==> src/rtl/pkvt_pkg.sv <==
`default_nettype none
// ----------------------------------------------------------------------------
// pkvt_pkg
// Shared types and constants for the properties key/value tokenizer.
// ----------------------------------------------------------------------------
package pkvt_pkg;

  localparam int RUN_MAX = 3;   // most results one input byte can cause
  localparam int QDEPTH  = 4;   // entries in the front-to-back queue
  localparam int QPTR_W  = $clog2(QDEPTH);

  typedef enum logic [1:0] {
    KIND_KEY = 2'd0,
    KIND_VAL = 2'd1,
    KIND_END = 2'd2
  } kind_t;

  // All results of one input byte, oldest in slot 0.
  typedef struct packed {
    logic [1:0]                cnt;
    kind_t [RUN_MAX-1:0]       kind;
    logic [RUN_MAX-1:0][15:0]  code;
  } run_t;

endpackage
`default_nettype wire

==> src/rtl/pkvt_front.sv <==
`default_nettype none
// ----------------------------------------------------------------------------
// pkvt_front
// Parser state machine: takes one byte per cycle while accept is high and
// builds the run of tokens it causes.
// ----------------------------------------------------------------------------
module pkvt_front (
  input  wire logic         clk,
  input  wire logic         rst,
  input  wire logic         accept,
  input  wire logic [7:0]   in_byte,
  input  wire logic         stream_end,
  output logic              push,
  output pkvt_pkg::run_t    run
);
  import pkvt_pkg::*;

  typedef enum logic [2:0] {
    MODE_LINE = 3'd0,
    MODE_CMNT = 3'd1,
    MODE_KEY  = 3'd2,
    MODE_SEPA = 3'd3,
    MODE_SEPB = 3'd4,
    MODE_VAL  = 3'd5,
    MODE_CONT = 3'd6,
    MODE_HEX  = 3'd7
  } mode_t;

  localparam logic [7:0] CH_LF   = 8'h0A;
  localparam logic [7:0] CH_TAB  = 8'h09;
  localparam logic [7:0] CH_FF   = 8'h0C;
  localparam logic [7:0] CH_SP   = 8'h20;
  localparam logic [7:0] CH_BSL  = 8'h5C;
  localparam logic [7:0] CH_HASH = 8'h23;
  localparam logic [7:0] CH_BANG = 8'h21;
  localparam logic [7:0] CH_COL  = 8'h3A;
  localparam logic [7:0] CH_EQ   = 8'h3D;
  localparam logic [7:0] CH_N    = 8'h6E;
  localparam logic [7:0] CH_T    = 8'h74;
  localparam logic [7:0] CH_R    = 8'h72;
  localparam logic [7:0] CH_U    = 8'h75;

  mode_t       mode, mode_next;
  logic        esc, esc_next;
  logic [15:0] hacc, hacc_next;
  logic [2:0]  hcnt, hcnt_next;
  logic        inv, inv_next;

  function automatic run_t add_tok(run_t r, kind_t k, logic [15:0] c);
    run_t o;
    o = r;
    if (r.cnt != 2'd3) begin
      o.kind[r.cnt] = k;
      o.code[r.cnt] = c;
      o.cnt         = r.cnt + 2'd1;
    end
    return o;
  endfunction

  function automatic logic [4:0] hex_digit(logic [7:0] b);
    logic [4:0] r;
    r = '0;
    if (b >= 8'h30 && b <= 8'h39)      r = {1'b1, b[3:0]};
    else if (b >= 8'h61 && b <= 8'h66) r = {1'b1, b[3:0] + 4'd9};
    else if (b >= 8'h41 && b <= 8'h46) r = {1'b1, b[3:0] + 4'd9};
    return r;
  endfunction

  always_comb begin
    logic       done;
    logic       blank;
    logic       sep;
    logic [4:0] hd;
    kind_t      kcur;
    mode_t      m;

    m     = mode;
    esc_next  = esc;
    hacc_next = hacc;
    hcnt_next = hcnt;
    inv_next  = inv;
    run       = '0;
    done      = 1'b0;
    blank = (in_byte == CH_SP) || (in_byte == CH_TAB) || (in_byte == CH_FF);
    sep   = (in_byte == CH_COL) || (in_byte == CH_EQ);
    hd    = hex_digit(in_byte);

    // At most two passes are live: a mode change hands the byte on once.
    for (int p = 0; p < 4; p++) begin
      if (!done) begin
        kcur = inv_next ? KIND_VAL : KIND_KEY;
        unique case (m)
          MODE_CMNT: begin
            if (in_byte == CH_LF) m = MODE_LINE;
            done = 1'b1;
          end
          MODE_KEY, MODE_VAL: begin
            done = 1'b1;
            if (esc_next) begin
              esc_next = 1'b0;
              if (in_byte == CH_N)       run = add_tok(run, kcur, 16'd10);
              else if (in_byte == CH_T)  run = add_tok(run, kcur, 16'd9);
              else if (in_byte == CH_R)  run = add_tok(run, kcur, 16'd13);
              else if (in_byte == CH_U) begin
                m = MODE_HEX;
                hacc_next = '0;
                hcnt_next = '0;
              end
              else if (in_byte == CH_LF) m = MODE_CONT;
              else run = add_tok(run, kcur, {8'h00, in_byte});
            end else if (in_byte == CH_BSL) begin
              esc_next = 1'b1;
            end else if (in_byte == CH_LF) begin
              run = add_tok(run, KIND_END, 16'd0);
              m = MODE_LINE;
              esc_next = 1'b0;
              inv_next = 1'b0;
            end else if (!inv_next && blank) begin
              m = MODE_SEPA;
            end else if (!inv_next && sep) begin
              m = MODE_SEPB;
            end else begin
              run = add_tok(run, kcur, {8'h00, in_byte});
            end
          end
          MODE_SEPA, MODE_SEPB: begin
            if (blank) begin
              done = 1'b1;
            end else if (in_byte == CH_LF) begin
              run = add_tok(run, KIND_END, 16'd0);
              m = MODE_LINE;
              esc_next = 1'b0;
              inv_next = 1'b0;
              done = 1'b1;
            end else if (m == MODE_SEPA && sep) begin
              m = MODE_SEPB;
              done = 1'b1;
            end else begin
              m = MODE_VAL;
              inv_next = 1'b1;
            end
          end
          MODE_CONT: begin
            if (blank) done = 1'b1;
            else m = inv_next ? MODE_VAL : MODE_KEY;
          end
          MODE_HEX: begin
            if (hd[4]) begin
              done = 1'b1;
              hacc_next = {hacc_next[11:0], hd[3:0]};
              hcnt_next = hcnt_next + 3'd1;
              if (hcnt_next >= 3'd4) begin
                run = add_tok(run, kcur, hacc_next);
                hacc_next = '0;
                hcnt_next = '0;
                m = inv_next ? MODE_VAL : MODE_KEY;
              end
            end else begin
              // short escape: flush the code unit, then reparse the byte
              run = add_tok(run, kcur, hacc_next);
              hacc_next = '0;
              hcnt_next = '0;
              m = inv_next ? MODE_VAL : MODE_KEY;
            end
          end
          MODE_LINE: begin
            if (blank || in_byte == CH_LF) begin
              done = 1'b1;
            end else if (in_byte == CH_HASH || in_byte == CH_BANG) begin
              m = MODE_CMNT;
              done = 1'b1;
            end else begin
              m = MODE_KEY;
              inv_next = 1'b0;
              esc_next = 1'b0;
            end
          end
          default: done = 1'b1;
        endcase
      end
    end

    mode_next = m;
    if (stream_end) begin
      kcur = inv_next ? KIND_VAL : KIND_KEY;
      if (m == MODE_HEX) run = add_tok(run, kcur, hacc_next);
      if (m != MODE_LINE && m != MODE_CMNT) run = add_tok(run, KIND_END, 16'd0);
      mode_next = MODE_LINE;
      esc_next  = 1'b0;
      hacc_next = '0;
      hcnt_next = '0;
      inv_next  = 1'b0;
    end
  end

  assign push = accept && (run.cnt != 2'd0);

  always_ff @(posedge clk) begin
    if (rst) begin
      mode <= MODE_LINE;
      esc  <= 1'b0;
      hacc <= '0;
      hcnt <= '0;
      inv  <= 1'b0;
    end else if (accept) begin
      mode <= mode_next;
      esc  <= esc_next;
      hacc <= hacc_next;
      hcnt <= hcnt_next;
      inv  <= inv_next;
    end
  end

endmodule
`default_nettype wire

==> src/rtl/pkvt_queue.sv <==
`default_nettype none
// ----------------------------------------------------------------------------
// pkvt_queue
// Short queue of token runs between the parser and the output stage.
// ----------------------------------------------------------------------------
module pkvt_queue (
  input  wire logic           clk,
  input  wire logic           rst,
  input  wire logic           push,
  input  wire pkvt_pkg::run_t push_run,
  input  wire logic           pop,
  output pkvt_pkg::run_t      head,
  output logic                empty,
  output logic                full
);
  import pkvt_pkg::*;

  run_t              store [QDEPTH];
  logic [QPTR_W-1:0] wptr;
  logic [QPTR_W-1:0] rptr;
  logic [QPTR_W:0]   count;

  assign head  = store[rptr];
  assign empty = (count == '0);
  assign full  = (count == (QPTR_W+1)'(QDEPTH));

  always_ff @(posedge clk) begin
    if (push) store[wptr] <= push_run;
  end

  always_ff @(posedge clk) begin
    if (rst) begin
      wptr  <= '0;
      rptr  <= '0;
      count <= '0;
    end else begin
      if (push) wptr <= wptr + 1'b1;
      if (pop)  rptr <= rptr + 1'b1;
      if (push && !pop)      count <= count + 1'b1;
      else if (pop && !push) count <= count - 1'b1;
    end
  end

endmodule
`default_nettype wire

==> src/rtl/pkvt_back.sv <==
`default_nettype none
// ----------------------------------------------------------------------------
// pkvt_back
// Output stage: unpacks each queued run into single tokens, one per cycle unless stalled.
// ----------------------------------------------------------------------------
module pkvt_back (
  input  wire logic           clk,
  input  wire logic           rst,
  input  wire pkvt_pkg::run_t head,
  input  wire logic           empty,
  output logic                pop,
  output logic                out_valid,
  input  wire logic           out_stall,
  output logic [1:0]          token_kind,
  output logic [15:0]         char_code,
  output logic                run_last
);
  import pkvt_pkg::*;

  logic [1:0] idx;
  logic       load;
  logic       at_end;

  assign load   = !empty && (!out_valid || !out_stall);
  assign at_end = (idx == head.cnt - 2'd1);
  assign pop    = load && at_end;

  always_ff @(posedge clk) begin
    if (rst) begin
      out_valid <= 1'b0;
      idx       <= '0;
    end else if (load) begin
      out_valid <= 1'b1;
      idx       <= at_end ? 2'd0 : idx + 2'd1;
    end else if (!out_stall) begin
      out_valid <= 1'b0;
    end
  end

  always_ff @(posedge clk) begin
    if (load) begin
      token_kind <= head.kind[idx];
      char_code  <= head.code[idx];
      run_last   <= at_end;
    end
  end

endmodule
`default_nettype wire

==> src/rtl/properties_key_value_tokenizer_core.sv <==
`default_nettype none
// ----------------------------------------------------------------------------
// properties_key_value_tokenizer_core
// Byte-serial tokenizer for properties text: key, value and pair-end tokens.
// ----------------------------------------------------------------------------
// One input byte is taken per clock while the internal run queue (four runs
// deep) has room. The parser decodes the byte combinationally into a run of
// zero to three tokens; the output stage then hands out one token per clock
// while out_stall is low, so a byte yielding several tokens holds the output
// until each of them is taken. With the queue empty and the output free, the
// first token of a byte is written into the queue and then into the output
// registers before it reaches the outputs. Tokens leave in order, with
// run_last set on the final token of each byte.
module properties_key_value_tokenizer_core (
  input  wire logic        clk,
  input  wire logic        rst,
  input  wire logic        in_valid,
  output logic             in_stall,
  input  wire logic [7:0]  in_byte,
  input  wire logic        stream_end,
  output logic             out_valid,
  input  wire logic        out_stall,
  output logic [1:0]       token_kind,
  output logic [15:0]      char_code,
  output logic             run_last
);
  import pkvt_pkg::*;

  logic accept;
  logic push;
  logic pop;
  logic empty;
  logic full;
  run_t run;
  run_t head;

  assign in_stall = full;
  assign accept   = in_valid && !full;

  pkvt_front u_front (
    .clk        (clk),
    .rst        (rst),
    .accept     (accept),
    .in_byte    (in_byte),
    .stream_end (stream_end),
    .push       (push),
    .run        (run)
  );

  pkvt_queue u_queue (
    .clk      (clk),
    .rst      (rst),
    .push     (push),
    .push_run (run),
    .pop      (pop),
    .head     (head),
    .empty    (empty),
    .full     (full)
  );

  pkvt_back u_back (
    .clk        (clk),
    .rst        (rst),
    .head       (head),
    .empty      (empty),
    .pop        (pop),
    .out_valid  (out_valid),
    .out_stall  (out_stall),
    .token_kind (token_kind),
    .char_code  (char_code),
    .run_last   (run_last)
  );

endmodule
`default_nettype wire

==> config.mk <==
export PLATFORM = sky130hd
export DESIGN_NAME = properties_key_value_tokenizer_core
export DESIGN_NICKNAME = d
export VERILOG_FILES = /design/src/rtl/pkvt_pkg.sv /design/src/rtl/pkvt_front.sv /design/src/rtl/pkvt_queue.sv /design/src/rtl/pkvt_back.sv /design/src/rtl/properties_key_value_tokenizer_core.sv
export SDC_FILE = /design/constraint.sdc
export NUM_CORES = 1
export LEC_CHECK = 0
export BUFFER_PORTS_ARGS = -buffer_cell sky130_fd_sc_hd__buf_4
export CORE_ASPECT_RATIO = 1.5
export CORE_MARGIN = 3
export CORE_UTILIZATION = 33
export CTS_BUF_LIST = sky130_fd_sc_hd__clkbuf_8
export CTS_CLUSTER_DIAMETER = 50
export DETAILED_ROUTE_END_ITERATION = 16
export SLEW_MARGIN = 10
export SYNTH_ARGS = -nofsm -noshare
export SYNTH_HDL_FRONTEND = slang
export SYNTH_SLANG_ARGS = --single-unit
export TNS_END_PERCENT = 10
==> constraint.sdc <==
create_clock -name clk -period 10.6 [get_ports clk]
set_input_delay 1.06 -clock clk [delete_from_list [all_inputs] [get_ports clk]]
set_output_delay 1.06 -clock clk [all_outputs]
set_load 0.02 [all_outputs]
After elaboration in Yosys (flattened, before gate mapping)
Memory sizes are Yosys's and may differ from the RTL's. A register that Yosys moved wholly into a read port is not among the register bits.
Index checks and enable logic that the tools add are counted.
{"block": "word_totals", "reg_bits": 53, "mem_bits_rw": 224, "inputBits": 13, "out_inout_bits": 21, "memories": 1}
{"block": "op_classes", "n_addsub": 16, "magnitude_cmp": 21, "eq_ne": 51, "mux": 389, "bitwise_logic": 47, "reduce_logical": 62}
{"memory": "u_queue.store", "words": 4, "word_bits": 56, "rd": 1, "rd_clocked_by_memory_dff": 1, "write_ports": 1, "line": "pkvt_queue.sv:18", "source": "run_t store [QDEPTH];"}
{"operator": "$mux W56", "count": 81}
{"operator": "$pmux W56 S3", "count": 4}
{"operator": "$mux W16", "count": 38}
{"operator": "$bwmux W48", "count": 10}
{"operator": "$mux W3", "count": 110}
{"operator": "$mux W55", "count": 5}
{"operator": "$and A42 B42 Y42", "count": 6}
{"operator": "$not A42 Y42", "count": 6}
{"operator": "$and A48 B48 Y48", "count": 4}
{"operator": "$not A48 Y48", "count": 4}
{"operator": "$demux W16 S2", "count": 5}
{"operator": "$pmux W16 S2", "count": 4}
{"operator": "$and A39 B39 Y39", "count": 3}
{"operator": "$not A39 Y39", "count": 3}
{"operator": "$mux W1", "count": 89}
{"operator": "$pmux W3 S6", "count": 4}
{"operator": "$eq A3 B3 Y1 const B", "count": 18}
{"operator": "$eq A8 B6 Y1 const B", "count": 5}
{"operator": "$eq A8 B7 Y1 const B", "count": 5}
{"operator": "$or A6 B6 Y6", "count": 6}
{"operator": "$bmux W16 S2", "count": 1}
{"operator": "$logic_and A1 B1 Y1", "count": 27}
{"operator": "$or A9 B9 Y9", "count": 3}
{"operator": "$bwmux W6", "count": 4}
{"operator": "other kinds (36)", "count": 141}

Longest topological paths before layout
Gate-level depths: netlist of the first run.
{"block": "depth", "word_depth": 74, "ltp_mapped": 23}

Cells and area by module
Synthesis of the first run repeated with hierarchy kept, for this count alone.
{"block": "unflattened", "hier_cells": 977, "hier_area_um2": 13484.2}
{"module": "pkvt_queue", "n_inst": 1, "cells_each": 336, "area_per_inst_um2": 8544.4}
{"module": "pkvt_front", "n_inst": 1, "cells_each": 539, "area_per_inst_um2": 3804.9}
{"module": "pkvt_back", "n_inst": 1, "cells_each": 101, "area_per_inst_um2": 1121.1}
{"module": "properties_key_value_tokenizer_core", "n_inst": 1, "cells_each": 1, "area_per_inst_um2": 13.8}

Least setup slack after synthesis of the first run
No wires, ideal clock.
{"block": "synth_path", "kind": "input-to-reg", "start": "input in_byte[0]", "end": "memory u_queue.store[0][0] in the netlist's numbering (enable)", "setup_time_ns": 0.420, "arrival_time_ns": 5.853, "setup_slack_ns": 4.327, "stages": 18, "cell_sequence": "clkbuf_1 -> inv_1 -> ha_1 -> nor3b_1 -> nand2_1 -> inv_2 -> o211ai_1 -> a32o_1 -> a21oi_4 -> inv_2 -> ha_1 -> nor3_1 -> o311ai_1 -> a21oi_1 -> or2_1 -> clkbuf_1 -> a31oi_4 -> and2_1"}
{"block": "synth_between", "elab_chain_len": 51}
{"item": "start, declared", "line": "properties_key_value_tokenizer_core.sv:19", "source": "input wire logic [7:0] in_byte,"}
{"item": "parallel branches: the longest is 46 deep, another holds $ge A8 B7 Y1"}
{"item": "$mux W56 *", "line": "pkvt_front.sv:184", "source": "if (stream_end) begin"}
{"item": "$reduce_bool A2 Y1 *", "line": "pkvt_front.sv:196", "source": "assign push = accept && (run.cnt != 2'd0);"}
{"item": "$logic_and A1 B1 Y1 *", "line": "pkvt_front.sv:196"}
{"item": "net push", "line": "properties_key_value_tokenizer_core.sv:30", "source": "logic push;"}
{"item": "$mux W1 *", "line": "pkvt_queue.sv:28", "source": "if (push) store[wptr] <= push_run;"}
{"item": "$mux W1 (not written as such) *", "line": "pkvt_queue.sv:28"}
{"item": "end, declared", "line": "pkvt_queue.sv:18"}
Mark *: on every way through the listed nets, which the timed path passes. The select of a mux whose other input is x is not followed.

Final worst setup path of the first run
{"block": "layout_path", "start": "input in_byte[0]", "end": "memory u_queue.store[2][3] in the netlist's numbering (enable)"}
The elaborated chain is that of the path after synthesis.

==> reports/qor.yml, run 1 <==
status: "finished, final reports clean"
drive_gt1_frac: 0.172
synth-seq-cells: 279
cell_internal_pwr_mw: 2.15
yosysSeqAreaShare: 0.587
antenna_found_initial: 1
drt_iter0_drc: 616
gp_congestion: 0.947
cts_buffers: 41
rsz0062_at_grt: "false"
synth_edf_count: 243
skew_ns: 0.0212
cts_hold_buf: 0
maxSlewViolCount: 0
final_nets: 1180
hold_ws_ns: 0.474
endpoint_kind: "flip-flop"
drc: 0
swShare: 0.296
holdCritPathClass: "reg2reg"
firstDrtPassIters: 5
die_w_um: 172
p_per_area_nw_per_um2: 197
htree_levels: 2
postCtsResizedCells: 0
insertion_delay_ns: 0.55
pwr-share-clk: 0.270
via_per_inst: 5.39
ys_types: 92
core_area_um2: 40500
grt_pass1_wl_um: 55400
synth_top_area_cell: "edfxtp_1"
cap_viol_max_count: 0
yosys_warnings: 0
routed_wirelength_um: 35600
cts.clk_slew.worst_paths_ns: 0.06
cts_root_buffer: "clkbuf_8"
grt-ovfl-total: 0
rows: 90
criticalPathCategory: "in2reg"
initial_core_util: 0.337
relSlewSlack: 0.330
final_util: 0.383
seqPwrFrac: 0.473
finalSetupTns_ns: 0
fin_ws_ns: 4.10
power.switching_mw: 0.907
area_growth_pct: 13.9
port-buffer-count: 33
syn-cell-area_um2: 13700
dp_hpwl_um: 24100
cts.sinks: 279
cp_max_fo: 36
synth_area_leaders: "edfxtp_1 (53%), mux4_2 (9.2%), dfxtp_1 (5.3%), nor2_1 (2.2%), mux2i_1 (2.1%)"
ios: 34
start_kind: "primary input"
die_area_um2: 43900
required_ns: 10.77
first_global_vias: 9442
routedWlPerCell_um: 21.1
setup_viol: 0
fmax_mhz: 154
critPathArrivalTime_ns: 6.67
peakVddDrop_v: 0.0000827
power.total_mw: 3.06
hold_viol_final: 0
antenna_left: 0
fin_crit_sh: 0.613
rrSetupSlack_ns: 5.18
period_minus_slack_ns: 6.50
detailedPlace.worstSlack_ns: 3.59
grtUsageTotal: 0.164
pwr-share-comb: 0.257
synth.top_cell.area_share: 0.535
synthArstFlopShare: 0
post_cts_buffers: 0
syn_avg_cell_area_um2: 13.3
cts.path.max_buffers: 3
power_leakage_nw: 5.38
cts_tree: "done"
synth_ff_type: "edfxtp_1"
grt_max_degree: 57
die_h_um: 255
syn_inst: 1024
tightest_slew_ns: 1.00
vias: 9071
[placed cells by master, fill, tap and decap left out, types with 9 or more instances in the layout]
cell / count
a211oi_1: 16
a21oi_1: 39
a22o_1: 10
a22oi_1: 34
a31oi_1: 14
buf_4: 49
clkbuf_8: 47
conb_1: 100
dfxtp_1: 34
edfxtp_1: 243
ha_1: 17
inv_1: 45
mux2i_1: 29
mux4_2: 56
nand2_1: 59
nand2b_1: 9
nand3_1: 18
nand4_1: 10
nor2_1: 80
nor3_1: 17
o21ai_0: 28
o22ai_1: 25
o2bb2ai_1: 10
[area by class of cell]
type,count,area (um2)
clock buffer,47,647
antenna,1,2.50
tap,506,633
clock inverter,24,139
multi-input combinational,740,5590
fill,3883,25000
timing repair buffer,49,368
sequential,279,8020
inverter,38,143
[power by group through the flow]
stage | Clock (mW) | Combinational (mW) | Sequential (mW)
2_1_floorplan | 0 | 0.512 | 1.51
3_3_place_gp | 0 | 0.798 | 1.47
3_5_place_dp | 0 | 0.803 | 1.48
4_1_cts | 0.854 | 0.806 | 1.45
5_1_grt | 0.903 | 0.864 | 1.46
6_report | 0.827 | 0.785 | 1.45
[synth_stat cells, types with 8 or more instances]
library cell,n
a211oi_1,16
a21oi_1,39
a22o_1,10
a22oi_1,34
a31oi_1,14
and2_1,11
and3_1,8
buf_1,11
buf_2,10
clkbuf_1,42
dfxtp_1,36
edfxtp_1,243
ha_1,17
inv_1,36
mux2i_1,29
mux4_2,56
nand2_1,59
nand2b_1,9
nand3_1,18
nand4_1,10
nor2_1,80
nor2b_1,8
nor3_1,17
o21ai_0,28
o22ai_1,25
o2bb2ai_1,10
[routing by layer]
layer	vias to the layer above	GRT usage	wire length [um]
li1	4205	-	-
met1	4545	0.194	14000
met2	236	0.293	18800
met3	85	0.0201	1240
met4	0	0.0774	1580
met5	-	0	0
[sequential cells by signal (all words and copies together), names as in the netlist, 2 cells and up, named ones only]
signal / flops
u_front.mode: 3
u_back.char_code: 16
u_back.idx: 2
u_queue.rptr: 2
u_queue.store: 224
u_queue.wptr: 2
u_front.hcnt: 3
u_back.token_kind: 2
u_front.hacc: 16
u_queue.count: 3
[critical path, stage by stage]
cell,delay [ns]
buf_4,0.16
inv_1,0.13
ha_1,0.28
nor3b_1,0.39
nand2_1,0.47
inv_2,0.43
o211ai_1,0.26
a32o_1,0.31
a21oi_4,0.30
inv_2,0.20
ha_1,0.34
nor3_1,0.06
o311ai_1,0.27
a21oi_1,0.16
or2_1,0.39
a31oi_4,0.32
and2_2,0.56
buf_4,0.55
[per-stage QoR]
stage | cell area [um2] | instances
2_1_floorplan | 14000 | 1123
3_3_place_gp | 14800 | 1612
3_5_place_dp | 14800 | 1612
4_1_cts | 15500 | 1683
5_1_grt | 15500 | 1684
6_report | 15500 | 1684
[cells by family (layout without fill, tap and decap cells)]
family | count (synthesis) | after routing | share of synthesized area
AOI/OAI and AO/OA | 257 | 257 | 0.140
other | 1 | 101 | 0.000275
buffers and inverters | 104 | 158 | 0.0309
DFF | 279 | 279 | 0.587
muxes | 89 | 89 | 0.117
adders and majority gates | 18 | 18 | 0.0170
and+or+nand+nor | 264 | 264 | 0.100
xor gates and xnor gates | 12 | 12 | 0.00770
[path summary, 6_finish.rpt]
path | from | end | cells past startpoint
setup / recovery | in_byte[0] | u_queue.store[2][3] | 18
hold reg to reg | u_back.out_valid | u_back.out_valid | 2
setup reg to reg | u_front.mode[2] | u_queue.store[2][3] | 14
hold / removal | u_back.out_valid | u_back.out_valid | 2
(Power assumes the default switching activity.)
==> run 2: changes to the inputs <==
- ABC_AREA: unset -> 1
- clock period: 10.6 -> 6.75 ns (I/O delays scaled with it)
==> run 2 against run 1 <==
Hold slack got worse by 0.024 ns. Final cell count grew 34%. First-iteration DRC count up 18%. Die area increased by 3.6%. Clock power rose by 56%. Critical path depth is 19 higher. Area after synthesis increased by 3.7%. Utilization increased by 0.27 points.
==> reports/qor.yml, run 2 <==
placed_area_um2: 15600
finalSetupTns_ns: 0
fin_ws_ns: 1.17
port-buffer-count: 33
postCtsResizedCells: 0
final_nets: 1691
via_per_inst: 5.17
slowest_delay_ns: 0.45
detailedPlace.worstSlack_ns: 0.707
cp_max_fo: 12
synth_edf_count: 243
synth_area_leaders: "edfxtp_1 (52%), nand2_1 (7.2%), o21ai_0 (6.7%), nor2_1 (5.1%), dfxtp_1 (5.1%)"
hold_viol_final: 0
die_w_um: 175
power_leakage_nw: 6.37
yosys.cell_count.top_type: "nand2_1"
first_global_vias: 11600
cts_hold_buf: 0
cts.clk_slew.worst_paths_ns: 0.06
layout_commonest_cell: "nand2_1"
grt_max_degree: 111
core_area_um2: 42200
htree_levels: 2
initial_core_util: 0.335
top_register: "u_queue.store"
maxSlewViolCount: 0
synth-seq-cells: 279
setup_viol: 0
finalInstanceArea_um2: 16300
cts.path.max_buffers: 3
grt-ovfl-total: 0
cts.sinks: 279
firstDrtPassIters: 5
start_kind: "primary input"
routedWlPerCell_um: 18.6
syn_avg_cell_area_um2: 9.23
post_cts_buffers: 0
syn_inst: 1534
cts_root_buffer: "clkbuf_8"
required_ns: 7.19
vias: 11700
final_cell_mix: "nand2_1 (271), edfxtp_1 (243), o21ai_0 (189), nor2_1 (189), inv_1 (142)"
rows: 92
top_regs: "u_queue.store (224), u_back.char_code (16), u_front.hacc (16)"
syn-cell-area_um2: 14200
rsz0062_at_grt: "false"
period_minus_slack_ns: 5.58
yosys_warnings: 0
ys_types: 56
grt_pass1_wl_um: 64900
relSlewSlack: 0.175
area_growth_pct: 15.2
synth.top_cell.area_share: 0.515
criticalPathCategory: "in2reg"
skew_ns: 0.0274
drc: 0
cts_tree: "done"
gp_congestion: 0.973
holdCritPathClass: "in2reg"
cap_viol_max_count: 0
synth_ff_type: "edfxtp_1"
synth_top_area_cell: "edfxtp_1"
fin_crit_sh: 0.826
yosysSeqAreaShare: 0.566
ios: 34
drive_gt1_frac: 0.105
p_per_area_nw_per_um2: 349
tightest_slew_ns: 1.23
synthTopCellsByCount: "nand2_1 (271), edfxtp_1 (243), nor2_1 (193)"
final_util: 0.386
antenna_found_initial: 1
grtUsageTotal: 0.182
rrSetupSlack_ns: 1.22
slowest_stage: "fa_1"
hold_ws_ns: 0.449
largest_reg_flops: 224
peakVddDrop_v: 0.000173
synthArstFlopShare: 0
die_h_um: 260
insertion_delay_ns: 0.56
antenna_left: 0
cts_buffers: 40
crit_path_frequent_cell: "nand2_1"
dp_hpwl_um: 28900
status: "finished, final reports clean"
drt_iter0_drc: 729
routed_wirelength_um: 41900
critPathArrivalTime_ns: 6.02
fmax_mhz: 179
die_area_um2: 45500
endpoint_kind: "flip-flop"
run 2: cell types whose count changed in the layout (fill, tap and decap cells not counted), sizes merged, moves of 56 or more:
| cell | delta |
|---|---|
| inv | +106 |
| mux4 | -56 |
| nand2 | +233 |
| nand3 | +73 |
| nor2 | +120 |
| o21ai | +165 |
run 2: through the flow:
step / instances / power [mW]
final: 2255 / 5.70
after global routing: 2255 / 6.07
after CTS: 2254 / 5.77
after detailed placement: 2183 / 4.47
after global placement: 2183 / 4.44
after floorplan: 1633 / 3.75
run 2: layer usage:
metal,GRT usage,wire length (um)
met1,0.198,15900
met2,0.335,21900
met3,0.0223,1440
met4,0.112,2630
met5,0,0
run 2: cells by family after synthesis:
logic type,synth area share
AOI/OAI and AO/OA,0.171
xor gates and xnor gates,0.00186
adders and majority gates,0.0156
buffers and inverters,0.0605
DFF,0.566
muxes,0.00141
other,0.000265
and+or+nand+nor,0.183
run 2: path summary, 6_finish.rpt:
path / from / endpoint / cells past startpoint
max: in_byte[1] / u_queue.count[2] / 37
min: out_stall / u_back.out_valid / 5
max reg2reg: u_front.mode[0] / u_queue.count[2] / 34
min reg2reg: u_front.hacc[5] / u_front.hacc[5] / 2
run 2: power breakdown:
group,total (mW),leakage [nW],internal (mW),switching (mW)
Clock,1.29,0.442,0.649,0.636
Sequential,2.42,2.58,2.31,0.105
Combinational,1.99,3.35,0.617,1.38
run 2: final cells by class:
class | count | area (um2)
clock inverters | 30 | 191
flip-flops and latches | 279 | 8020
inverters | 138 | 520
repair buffers | 67 | 603
diodes | 1 | 2.50
clock buffers | 41 | 564
multi-input cells | 1135 | 5700
well taps | 564 | 706
fillers | 4230 | 25900
run 2: critical path: cells and delay by family:
family                     cells  cell delay (ns)
AOI/OAI and AO/OA              6             0.78
adders and majority gates      4             1.13
buffers and inverters          8             0.98
and+or+nand+nor               19             2.44
==> run 3: changes to the inputs <==
- clock period: 6.75 -> 4.8 ns (I/O delays scaled with it)
==> run 3 against run 2 <==
Combinational power increased by 51%. Utilization increased by 1.8 points. Critical path depth down 6. Hold slack got worse by 0.21 ns. Critical path type is now reg2reg. Largest power group unchanged.
==> reports/qor.yml, run 3 (synthesized netlist as in run 2, its figures left out) <==
critPathArrivalTime_ns: 4.81
slowest_stage: "dfxtp_2"
hold_ws_ns: 0.242
fin_crit_sh: 0.916
required_ns: 5.22
grt-ovfl-total: 0
cts_hold_buf: 0
area_growth_pct: 20.6
maxSlewViolCount: 0
fin_ws_ns: 0.405
htree_levels: 2
final_cells: 2355
final_nets: 1792
gp_congestion: 0.964
via_per_inst: 5.03
cts_tree: "done"
cts.path.max_buffers: 3
relSlewSlack: 0.228
top_regs: "u_queue.store (224), u_back.char_code (16), u_front.hacc (16)"
period_minus_slack_ns: 4.39
grt_max_degree: 109
die_w_um: 175
layout_commonest_cell: "nand2_1"
cap_viol_max_count: 0
die_area_um2: 45500
routed_wirelength_um: 41300
largest_reg_flops: 224
cts_root_buffer: "clkbuf_8"
die_h_um: 260
detailedPlace.worstSlack_ns: -0.0620
drive_gt1_frac: 0.159
insertion_delay_ns: 0.54
top_register: "u_queue.store"
setup_viol: 0
tightest_slew_ns: 1.16
cp_max_fo: 7
vias: 11900
cts_buffers: 37
ios: 34
drt_iter0_drc: 773
rsz0062_at_grt: "false"
firstDrtPassIters: 5
fmax_mhz: 228
p_per_area_nw_per_um2: 478
antenna_found_initial: 1
dp_cells: 2286
skew_ns: 0.0157
power.total_mw: 8.17
final_cell_mix: "nand2_1 (270), edfxtp_1 (243), nor2_1 (189)"
first_global_vias: 11700
antenna_left: 0
peakVddDrop_v: 0.000221
grt_pass1_wl_um: 64000
slowest_delay_ns: 0.46
endpoint_kind: "flip-flop"
power_leakage_nw: 6.86
cts.sinks: 279
status: "finished, final reports clean"
finalSetupTns_ns: 0
initial_core_util: 0.335
port-buffer-count: 33
hold_viol_final: 0
start_kind: "flip-flop"
routedWlPerCell_um: 17.5
criticalPathCategory: "reg2reg"
holdCritPathClass: "in2reg"
dp_hpwl_um: 28600
cts.clk_slew.worst_paths_ns: 0.08
rows: 92
grtUsageTotal: 0.178
core_area_um2: 42200
drc: 0
fill_cells: 4206
## run 3: cell types whose count changed in the layout (fill, tap and decap cells not counted), sizes merged
| cell | before | now |
|---|---|---|
| inv | 154 | 152 |
| clkinv | 11 | 8 |
| clkbuf | 41 | 42 |
| buf | 67 | 171 |
## run 3: worst paths after layout
| kind | startpoint | to | slack (ns) | cells after the start |
|---|---|---|---|---|
| setup / recovery | u_front.mode[0] | u_queue.count[2] | 0.41 | 31 |
| hold / removal | out_stall | u_back.out_valid | 0.24 | 5 |
| setup reg to reg | u_front.mode[0] | u_queue.count[2] | 0.41 | 31 |
| hold reg to reg | u_front.hacc[5] | u_front.hacc[5] | 0.47 | 2 |
## run 3: worst max-delay path, delay by kind of cell, from the launching register on
family,cells,cell delay (ns)
compound gates,7,0.76
fa+ha+maj,4,1.09
buf+inv,7,0.62
flops,1,0.46
simple gates,13,1.35
## run 3: layer usage
metal  GRT usage  part of all wire
met1       0.192              0.37
met2       0.334              0.53
met3      0.0190             0.043
met4       0.105             0.057
met5           0                 0
## run 3: layout make-up
| class | instances | area [um2] | area share |
|---|---|---|---|
| clock inverters | 25 | 154 | 0.00901 |
| well taps | 564 | 706 | 0.0413 |
| repair buffers | 171 | 1380 | 0.0810 |
| clock buffers | 42 | 578 | 0.0338 |
| diodes | 1 | 2.50 | 0.000147 |
| flip-flops and latches | 279 | 8030 | 0.470 |
| inverters | 138 | 520 | 0.0305 |
| multi-input cells | 1135 | 5710 | 0.334 |
## run 3: power by group
group,internal [mW],switching (mW),leakage [nW]
Clock,0.910,0.857,0.432
Sequential,3.25,0.146,2.58
Combinational,1.02,1.98,3.84
Total,5.18,2.99,6.86
## run 3: repair_timing
| item | 4_1_cts | 5_1_grt |
|---|---|---|
| gates resized for setup | 0 | 10 |
| buffers inserted | 0 | 1 |
| endpoints found under the hold margin | 0 | 0 |
| setup endpoints to repair | 0 | 2 |
## run 3: per-stage QoR
step / area, um2 / util
final: 17100 / 0.404
after global routing: 17100 / 0.404
after CTS: 17100 / 0.404
after detailed placement: 16300 / 0.386
after global placement: 16300 / 0.386
after floorplan: 14600 / -
